`src/sv/sstv_line_chroma_to_rgb_core_macros.svh`:
```
// ----------------------------------------------------------------------------
// sstv line chroma to rgb: assertion macros
// Concurrent assertion helpers on clk_i, disabled while rst_ni is low.
// ----------------------------------------------------------------------------
`ifndef SSTV_LINE_CHROMA_TO_RGB_CORE_MACROS_SVH
`define SSTV_LINE_CHROMA_TO_RGB_CORE_MACROS_SVH

`ifndef SYNTH

// property that must hold at every edge
`define SLCR_ASSERT(lbl, prop, msg) \
  lbl: assert property (@(posedge clk_i) disable iff (!rst_ni) (prop)) else $error(msg);

// antecedent in this cycle implies consequent in the next
`define SLCR_ASSERT_NEXT(lbl, pre, post, msg) \
  lbl: assert property (@(posedge clk_i) disable iff (!rst_ni) (pre) |=> (post)) \
    else $error(msg);

`else

`define SLCR_ASSERT(lbl, prop, msg)

`define SLCR_ASSERT_NEXT(lbl, pre, post, msg)

`endif

`endif

```
`src/sv/slcr_pkg.sv`:
```
// ----------------------------------------------------------------------------
// slcr_pkg
// Shared constants, types and the clamp function of the chroma-to-rgb core.
// ----------------------------------------------------------------------------
`default_nettype none

package slcr_pkg;

  // configuration register indexes
  localparam logic REG_FULL_COLOR = 1'b0;
  localparam logic REG_LINE_WIDTH = 1'b1;

  localparam int unsigned CFG_W = 10;
  localparam int unsigned LW_W  = 10;
  localparam logic [LW_W-1:0] LINE_WIDTH_RESET = 10'd320;

  // fixed-point bt.601 inverse, scaled by 1024
  localparam logic signed [12:0] COEF_Y    = 13'sd1192;
  localparam logic signed [12:0] COEF_R_CR = 13'sd1634;
  localparam logic signed [12:0] COEF_G_CB = 13'sd401;
  localparam logic signed [12:0] COEF_G_CR = 13'sd833;
  localparam logic signed [12:0] COEF_B_CB = 13'sd2066;

  localparam logic [8:0] LUMA_OFS   = 9'd16;
  localparam logic [8:0] CHROMA_OFS = 9'd128;
  localparam logic [7:0] CHROMA_MID = 8'd128;

  localparam int unsigned PROD_W = 22;
  localparam int unsigned ACC_W  = 23;
  localparam int unsigned FRAC_W = 10;

  typedef logic signed [PROD_W-1:0] prod_t;
  typedef logic signed [ACC_W-1:0]  acc_t;

  // pixel as it enters the color matrix
  typedef struct packed {
    logic [7:0] luma;
    logic [7:0] cr;
    logic [7:0] cb;
    logic       last;
  } pix_t;

  // finished pixel
  typedef struct packed {
    logic [7:0] red;
    logic [7:0] green;
    logic [7:0] blue;
    logic       row_end;
  } rgb_t;

  // floor shift by the fraction width, then clamp to 0..255
  function automatic logic [7:0] clamp_shift(input acc_t acc);
    logic [ACC_W-2-FRAC_W:0] shifted;
    shifted = acc[ACC_W-2:FRAC_W];
    if (acc[ACC_W-1]) begin
      return 8'd0;
    end else if (|shifted[ACC_W-2-FRAC_W:8]) begin
      return 8'd255;
    end else begin
      return shifted[7:0];
    end
  endfunction

endpackage

`default_nettype wire

```
`src/sv/slcr_color_matrix.sv`:
```
// ----------------------------------------------------------------------------
// slcr_color_matrix
// Two-stage ycbcr to rgb matrix: products, then sums with clamp into the
// output register.
// ----------------------------------------------------------------------------
`default_nettype none

module slcr_color_matrix (
  input  wire logic          clk_i,
  input  wire logic          rst_ni,
  input  wire logic          in_valid_i,
  output logic               in_ready_o,
  input  wire slcr_pkg::pix_t in_pix_i,
  output logic               out_valid_o,
  input  wire logic          out_ready_i,
  output slcr_pkg::rgb_t     out_rgb_o
);

  logic signed [8:0] c_s, d_s, e_s;

  slcr_pkg::prod_t py_q, pr_q, pgd_q, pge_q, pb_q;
  logic            last2_q;
  logic            v2_q, v3_q;
  logic            rdy2, rdy3;

  slcr_pkg::acc_t  r_acc, g_acc, b_acc;

  assign rdy3       = !v3_q || out_ready_i;
  assign rdy2       = !v2_q || rdy3;
  assign in_ready_o = rdy2;

  assign c_s = $signed({1'b0, in_pix_i.luma} - slcr_pkg::LUMA_OFS);
  assign d_s = $signed({1'b0, in_pix_i.cb} - slcr_pkg::CHROMA_OFS);
  assign e_s = $signed({1'b0, in_pix_i.cr} - slcr_pkg::CHROMA_OFS);

  always_ff @(posedge clk_i or negedge rst_ni) begin
    if (!rst_ni) begin
      v2_q <= 1'b0;
      v3_q <= 1'b0;
    end else begin
      if (rdy2) begin
        v2_q <= in_valid_i;
      end
      if (rdy3) begin
        v3_q <= v2_q;
      end
    end
  end

  always_ff @(posedge clk_i) begin
    if (rdy2 && in_valid_i) begin
      py_q    <= slcr_pkg::PROD_W'(c_s) * slcr_pkg::PROD_W'(slcr_pkg::COEF_Y);
      pr_q    <= slcr_pkg::PROD_W'(e_s) * slcr_pkg::PROD_W'(slcr_pkg::COEF_R_CR);
      pgd_q   <= slcr_pkg::PROD_W'(d_s) * slcr_pkg::PROD_W'(slcr_pkg::COEF_G_CB);
      pge_q   <= slcr_pkg::PROD_W'(e_s) * slcr_pkg::PROD_W'(slcr_pkg::COEF_G_CR);
      pb_q    <= slcr_pkg::PROD_W'(d_s) * slcr_pkg::PROD_W'(slcr_pkg::COEF_B_CB);
      last2_q <= in_pix_i.last;
    end
  end

  assign r_acc = slcr_pkg::ACC_W'(py_q) + slcr_pkg::ACC_W'(pr_q);
  assign g_acc = slcr_pkg::ACC_W'(py_q) - slcr_pkg::ACC_W'(pgd_q) - slcr_pkg::ACC_W'(pge_q);
  assign b_acc = slcr_pkg::ACC_W'(py_q) + slcr_pkg::ACC_W'(pb_q);

  always_ff @(posedge clk_i) begin
    if (rdy3 && v2_q) begin
      out_rgb_o.red     <= slcr_pkg::clamp_shift(r_acc);
      out_rgb_o.green   <= slcr_pkg::clamp_shift(g_acc);
      out_rgb_o.blue    <= slcr_pkg::clamp_shift(b_acc);
      out_rgb_o.row_end <= last2_q;
    end
  end

  assign out_valid_o = v3_q;

endmodule

`default_nettype wire

```
`config.mk`:
```
export PLATFORM = sky130hd
export DESIGN_NAME = slcr_color_matrix
export DESIGN_NICKNAME = d
export VERILOG_FILES = /design/src/sv/sstv_line_chroma_to_rgb_core_macros.svh /design/src/sv/slcr_pkg.sv /design/src/sv/slcr_color_matrix.sv
export SDC_FILE = /design/constraint.sdc
export NUM_CORES = 1
export LEC_CHECK = 0
export ABC_AREA = 1
export BUFFER_PORTS_ARGS = -buffer_cell sky130_fd_sc_hd__buf_2
export CORE_MARGIN = 2
export CORE_UTILIZATION = 45
export CTS_BUF_LIST = sky130_fd_sc_hd__clkbuf_8 sky130_fd_sc_hd__clkbuf_16
export DETAILED_ROUTE_END_ITERATION = 7
export SLEW_MARGIN = 20
export SYNTH_ARGS = -nofsm -noshare
export SYNTH_HDL_FRONTEND = slang
export SYNTH_SLANG_ARGS = --single-unit
```
`constraint.sdc`:
```
create_clock -name clk_i -period 8.6 [get_ports clk_i]
set_clock_uncertainty 0.1 [all_clocks]
set_input_delay 1.72 -clock clk_i [delete_from_list [all_inputs] [get_ports clk_i]]
set_output_delay 1.72 -clock clk_i [all_outputs]
set_load 0.02 [all_outputs]
```
Word level (Yosys, flattened, before mapping) --
Cells that the tools add are included.
Word-level totals: flip-flop bits (word level) 126, input bits 29, output and inout bits 27, word-level logic and storage cells 36
Cells by class: add/sub/neg operators 7, muxes and demuxes 3, multiply operators 5, reduce and logical (&&, ||, !) cells 9
Operators with widths (number):
- 9-bit by 11-bit multiplier with 20-bit output, second input constant | 2
- 8-bit 2-to-1 mux | 3
- 21-bit by 22-bit adder with 23-bit output | 1
- 22-bit by 20-bit subtractor with 23-bit output | 1
- 21-bit by 21-bit adder with 22-bit output | 1
- 21-bit by 19-bit subtractor with 22-bit output | 1
- 9-bit by 12-bit multiplier with 21-bit output, second input constant | 1
- 9-bit by 10-bit multiplier with 19-bit output, second input constant | 1
- 9-bit by 9-bit multiplier with 18-bit output, second input constant | 1
- 8-bit by 8-bit subtractor with 9-bit output, second input constant | 2
- 4-bit OR reduction | 3
- 8-bit by 5-bit subtractor with 9-bit output, second input constant | 1
- 1-bit logical AND | 2
- 1-bit zero test | 2
- 1-bit logical OR | 2

Longest topological paths before layout --
depth after elaboration 4, depth in mapped cells 21, gate-level depth less buffers 21

Worst setup path after synthesis --
Ideal clock, no wire load.
path kind input to register, from input port in_pix_i[21] (netlist name), to register py_q[20] (netlist name), arrival 5.268 ns, data required time 8.247 ns, library setup time 0.253 ns, buffers on the path 0, setup slack 2.979 ns, stages 20, cells stage by stage inv_1 > ha_1 > nand3_2 > inv_1 > ha_1 > ha_1 > inv_1 > fa_1 > fa_1 > inv_1 > ha_1 > nand2_1 > o21ai_1 > nand2_1 > nand2_1 > a21oi_1 > o21ai_1 > nand2_1 > o21ai_1 > inv_1
On the way: cells in the longest elaborated chain, start to end 2
RTL lines:
- from (decl) | RTL line slcr_color_matrix.sv:13 | input wire slcr_pkg::pix_t in_pix_i,
- 8-bit by 5-bit subtractor with 9-bit output | RTL line slcr_color_matrix.sv:32 | assign c_s = $signed({1'b0, in_pix_i.luma} - slcr_pkg::LUMA_OFS);
- 9-bit by 9-bit multiplier with 18-bit output | RTL line slcr_color_matrix.sv:52 | py_q <= slcr_pkg::PROD_W'(c_s) * slcr_pkg::PROD_W'(slcr_pkg::COEF_Y);
Every way passes these cells. A chain may end at the register's enable or synchronous reset.

Worst setup path after layout --
from input port in_pix_i[21] (netlist name), to register py_q[20] (netlist name)
On the way: cells in the longest elaborated chain, start to end 2
RTL lines (RTL line):
- 8-bit by 5-bit subtractor with 9-bit output | slcr_color_matrix.sv:32
- 9-bit by 9-bit multiplier with 18-bit output | slcr_color_matrix.sv:52
Every way passes these cells.

==> results by group <==
CTS
  • Clock latency reported for the late side of the worst-skew pair: ~0.43 ns
  • CTS sink count: 119
  • Clk slew on worst S/H paths: roughly 0.06 ns
  • Quantity of hold-fixing buffers added after cts: 0
  • Clock tree from TritonCTS: built
  • Clock root buffer: clkbuf_16
  • Inserted Clock Buffers: 17
  • Number of buffers between clock root and the deepest sink: 2
  • Buffer count from post-CTS setup fixing: 0
  • H-tree lvl count: 4
  • Count of instances resized after the clock tree is built: 0

Synthesis
  • Number of unique standard cell types used by synthesis: 41
  • Multiplexer area fraction after synthesis: 0%
  • Synth Area in Simple Gates: a little under a fifth
  • Synth Area in Compound Gates: approximately 5.9%
  • Net count after synthesis: 1980
  • Top FF cell, synth: edfxtp_1
  • Combinational family with the most area after synthesis: adder cells
  • Async S/R FF share, synth: 1.68%
  • Yosys warnings: 0
  • XOR/XNOR share of the synthesized area: 4.88%
  • Number of instances in the synthesized netlist: 1605
  • Post-Syn Area: about 14000 sq um
  • Proportion of synthesized chip area in sequential cells: between 20% and 30%
  • Adder-cell share of the synthesized area: between 30% and 40%
  • Number of synthesized flops with an enable pin: roughly 120
  • Flop and latch count out of synthesis: approximately 120
  • Avg Synthesized Cell Area: 8.50 sq um

Drt
  • Final wirelength: ~29 mm
  • Average via count per standard cell: just under 5
  • Detailed Routing Iterations Pass 1: 5
  • Detailed-route DRC error count: 0
  • Vias post-DR: around 10000
  • Initial DRC count: 526
  • Antenna Nets Post-Route: 0
  • WL per Instance: approximately 14 microns

Critical path
  • Worst reg2reg setup slack: approximately 5.6 ns
  • Worst Reg-to-Reg Cells: 14
  • Crit path DAT: 5.80 ns
  • Worst setup endpoint: py_q[20]
  • Critical path launch point type: input port
  • Launching instance or port of the critical path: in_pix_i[21]
  • Crit path max fanout: 8
  • RR Startpoint: pgd_q[18]
  • Crit path kind: in -> reg
  • Element type at the critical path end: flop
  • Reg-to-Reg End: out_rgb_o[13]
  • CP required: a little under 9 ns

Timing
  • Max-slew headroom: roughly 33%
  • Worst hold slack after final layout: 0.320 ns
  • Count of endpoints failing setup in the final report: 0
  • Maximum clock rate: between 0.15 and 0.2 GHz
  • Count of final max-slew check failures: 0
  • Unrepaired setup endpoints after global routing: false
  • Final Hold Violating Endpoints: 0
  • Slew at the pin closest to its max-slew limit: 1.01 ns
  • Period minus WS final: 5.71 ns
  • Final clock period utilization by the worst path: between 60 and 70%
  • Setup tns final: 0 ns

Finish
  • Number of diodes: 0
  • Area of the multi-input gates: slightly below 9000 sq um
  • Ratio of cells with drive above 1 in the final layout: under 10%
  • Number of nets in the layout: 2056
  • Cell Count, Final, Fillers Out: between 2000 and 2500
  • Relative area change from synthesis to final layout: 9.99%
  • Final core utilization: approximately half
  • FF+latch area: 3560 sq um
  • Fill cell instance count of the final layout: 2834

Die
  • Initial cell density of the core: a little under half
  • Die boundary height: roughly 180 microns
  • Die W: 178 microns
  • Core area: between 20000 and 30000 sq um
  • Area of the die: between 30000 and 40000 sq um
  • Core Rows: 63
  • Number of primary I/O pins: 56

Power
  • Leakage Power: between 8 and 9 nW
  • Max rail drop VDD: 0.207 mV
  • Internal Dissipation: 0.00233 W
  • Sequential share of power: between 20% and 30%
  • Share of power burned in combinational logic: 63.7%
  • Net switching power: 0.00224 W
  • Proportion of power drawn by the clock network: around 15%
  • Switching part of the total: about half
  • Total power after layout: roughly 0.0046 W
  • Power density over cell area: ~300 nW/um^2

Placed design
  • Final weighted congestion of routability-driven global placement: between 0.9 and 1
  • Number of buffer cells added on primary ports: 55
  • Number of placed cells counting well taps: slightly above 2000
  • Detail Placement HPWL: 24.7 mm

Run status
  • Status: finished clean

Global routing
  • Antenna violations before repair: 0
  • Pin count of the biggest net entering global routing: 82
  • GRT Total Usage: about a fifth
  • Leftover overflow at the end of global routing: 0
  • Vias in the first global route: 9842
  • Wire length of the first global-routing pass: between 40 and 50 mm

Run
  • Max-cap violations: 0

Worst hold path
  • Worst hold path class: reg -> reg
  • Depth of the worst hold-timing path: 0
power groups by stage:
stage,Sequential (W),Clock [W],Combinational (W)
final,0.000961,0.000697,0.00291
after global routing,0.000975,0.000743,0.00334
after CTS,0.000965,0.000712,0.00291
after detailed placement,0.000977,0,0.00289
after global placement,0.000975,0,0.00287
after floorplan,0.000973,0,0.00219
cells in the final DEF (no fill, tap or decap), types with 3 or more instances in the layout:
cell type,synthesis,routed
o21ai_1,12,12
inv_8,0,3
edfxtp_1,117,117
nand2_2,10,10
o21bai_1,5,5
inv_1,327,326
nor2_4,4,4
nand3_1,79,79
nand4_1,10,10
nor2_1,88,88
a21boi_0,3,3
ha_1,283,283
fa_1,63,63
xnor2_1,28,28
o21ai_0,29,29
inv_6,0,8
nand3_2,6,6
nor4_1,3,3
and2_1,5,5
nand3b_1,6,6
a21oi_1,79,78
xor2_1,48,48
nand2_1,357,357
nor3_1,8,8
buf_2,0,55
nor2_2,5,5
clkbuf_16,0,17
a21oi_2,5,6
worst min-delay path by stage:
stage / startpoint / endpoint / slack [ns]
detailed placement: last2_q / out_rgb_o[0] / 0.31
CTS: last2_q / out_rgb_o[0] / 0.32
floorplan: last2_q / out_rgb_o[0] / 0.30
global route: last2_q / out_rgb_o[0] / 0.33
global placement: last2_q / out_rgb_o[0] / 0.30
finish: last2_q / out_rgb_o[0] / 0.32
stage by stage:
| stage | setup WS, ns | cell area, sq um |
|---|---|---|
| after floorplan | 2.98 | 13600 |
| after global placement | 2.54 | 14400 |
| after detailed placement | 2.42 | 14400 |
| after CTS | 2.87 | 15000 |
| after global routing | 2.52 | 15000 |
| final | 2.89 | 15000 |
synth_stat cells (6+ instances only):
master	count	area (sq um)
nand3_2	6	60.1
o21ai_1	12	60.1
nand3b_1	6	45.0
a21oi_1	79	395
xor2_1	48	420
edfxtp_1	117	3510
ha_1	283	3540
inv_1	327	1230
fa_1	63	1260
o21ai_0	29	145
nor2_1	88	330
nand2_2	10	62.6
xnor2_1	28	245
nand4_1	10	62.6
nand3_1	79	395
nor3_1	8	40.0
nand2_1	357	1340
kinds of logic after synthesis:
| kind of cell | after synthesis |
|---|---|
| fa+ha+maj | 346 |
| xor+xnor | 76 |
| flops | 119 |
| simple gates | 589 |
| buf+inv | 329 |
| compound gates | 146 |
area by class of cell:
cell class,instances,area share [%]
Clock buffer,17,2.84
Clock inverter,15,1.03
Inverter,329,8.24
Multi-Input combinational cell,1157,58.9
Sequential cell,119,23.8
Tap cell,390,3.25
Timing Repair Buffer,57,1.94
critical path: stages:
cell     delay, ns
buf_2         0.11
inv_1         0.17
ha_1          0.24
nand3_2       0.21
inv_1         0.31
ha_1          0.33
ha_1          0.29
inv_1         0.06
fa_1          0.44
fa_1          0.55
inv_1         0.04
ha_1          0.35
nand2_1       0.07
o21ai_1       0.19
nand2_1       0.07
nand2_1       0.06
a21oi_1       0.08
o21ai_1       0.21
nand2_1       0.12
o21ai_1       0.13
inv_1         0.04
per-layer routing:
metal  wire (microns)  up-vias  track usage, %
met4              317        0            4.13
met1            14200     4569            26.9
met2            12800      169            31.0
met5                0        -               0
li1                 -     5354               -
met3             1330       19            3.18
state kept, by name, indices dropped and copies added, names as in the netlist:
signal,count
py_q,18
out_rgb_o,25
pr_q,16
pb_q,18
last2_q,1
out_valid_o,1
v2_q,1
pge_q,20
pgd_q,19
(Power assumes the default switching activity.)
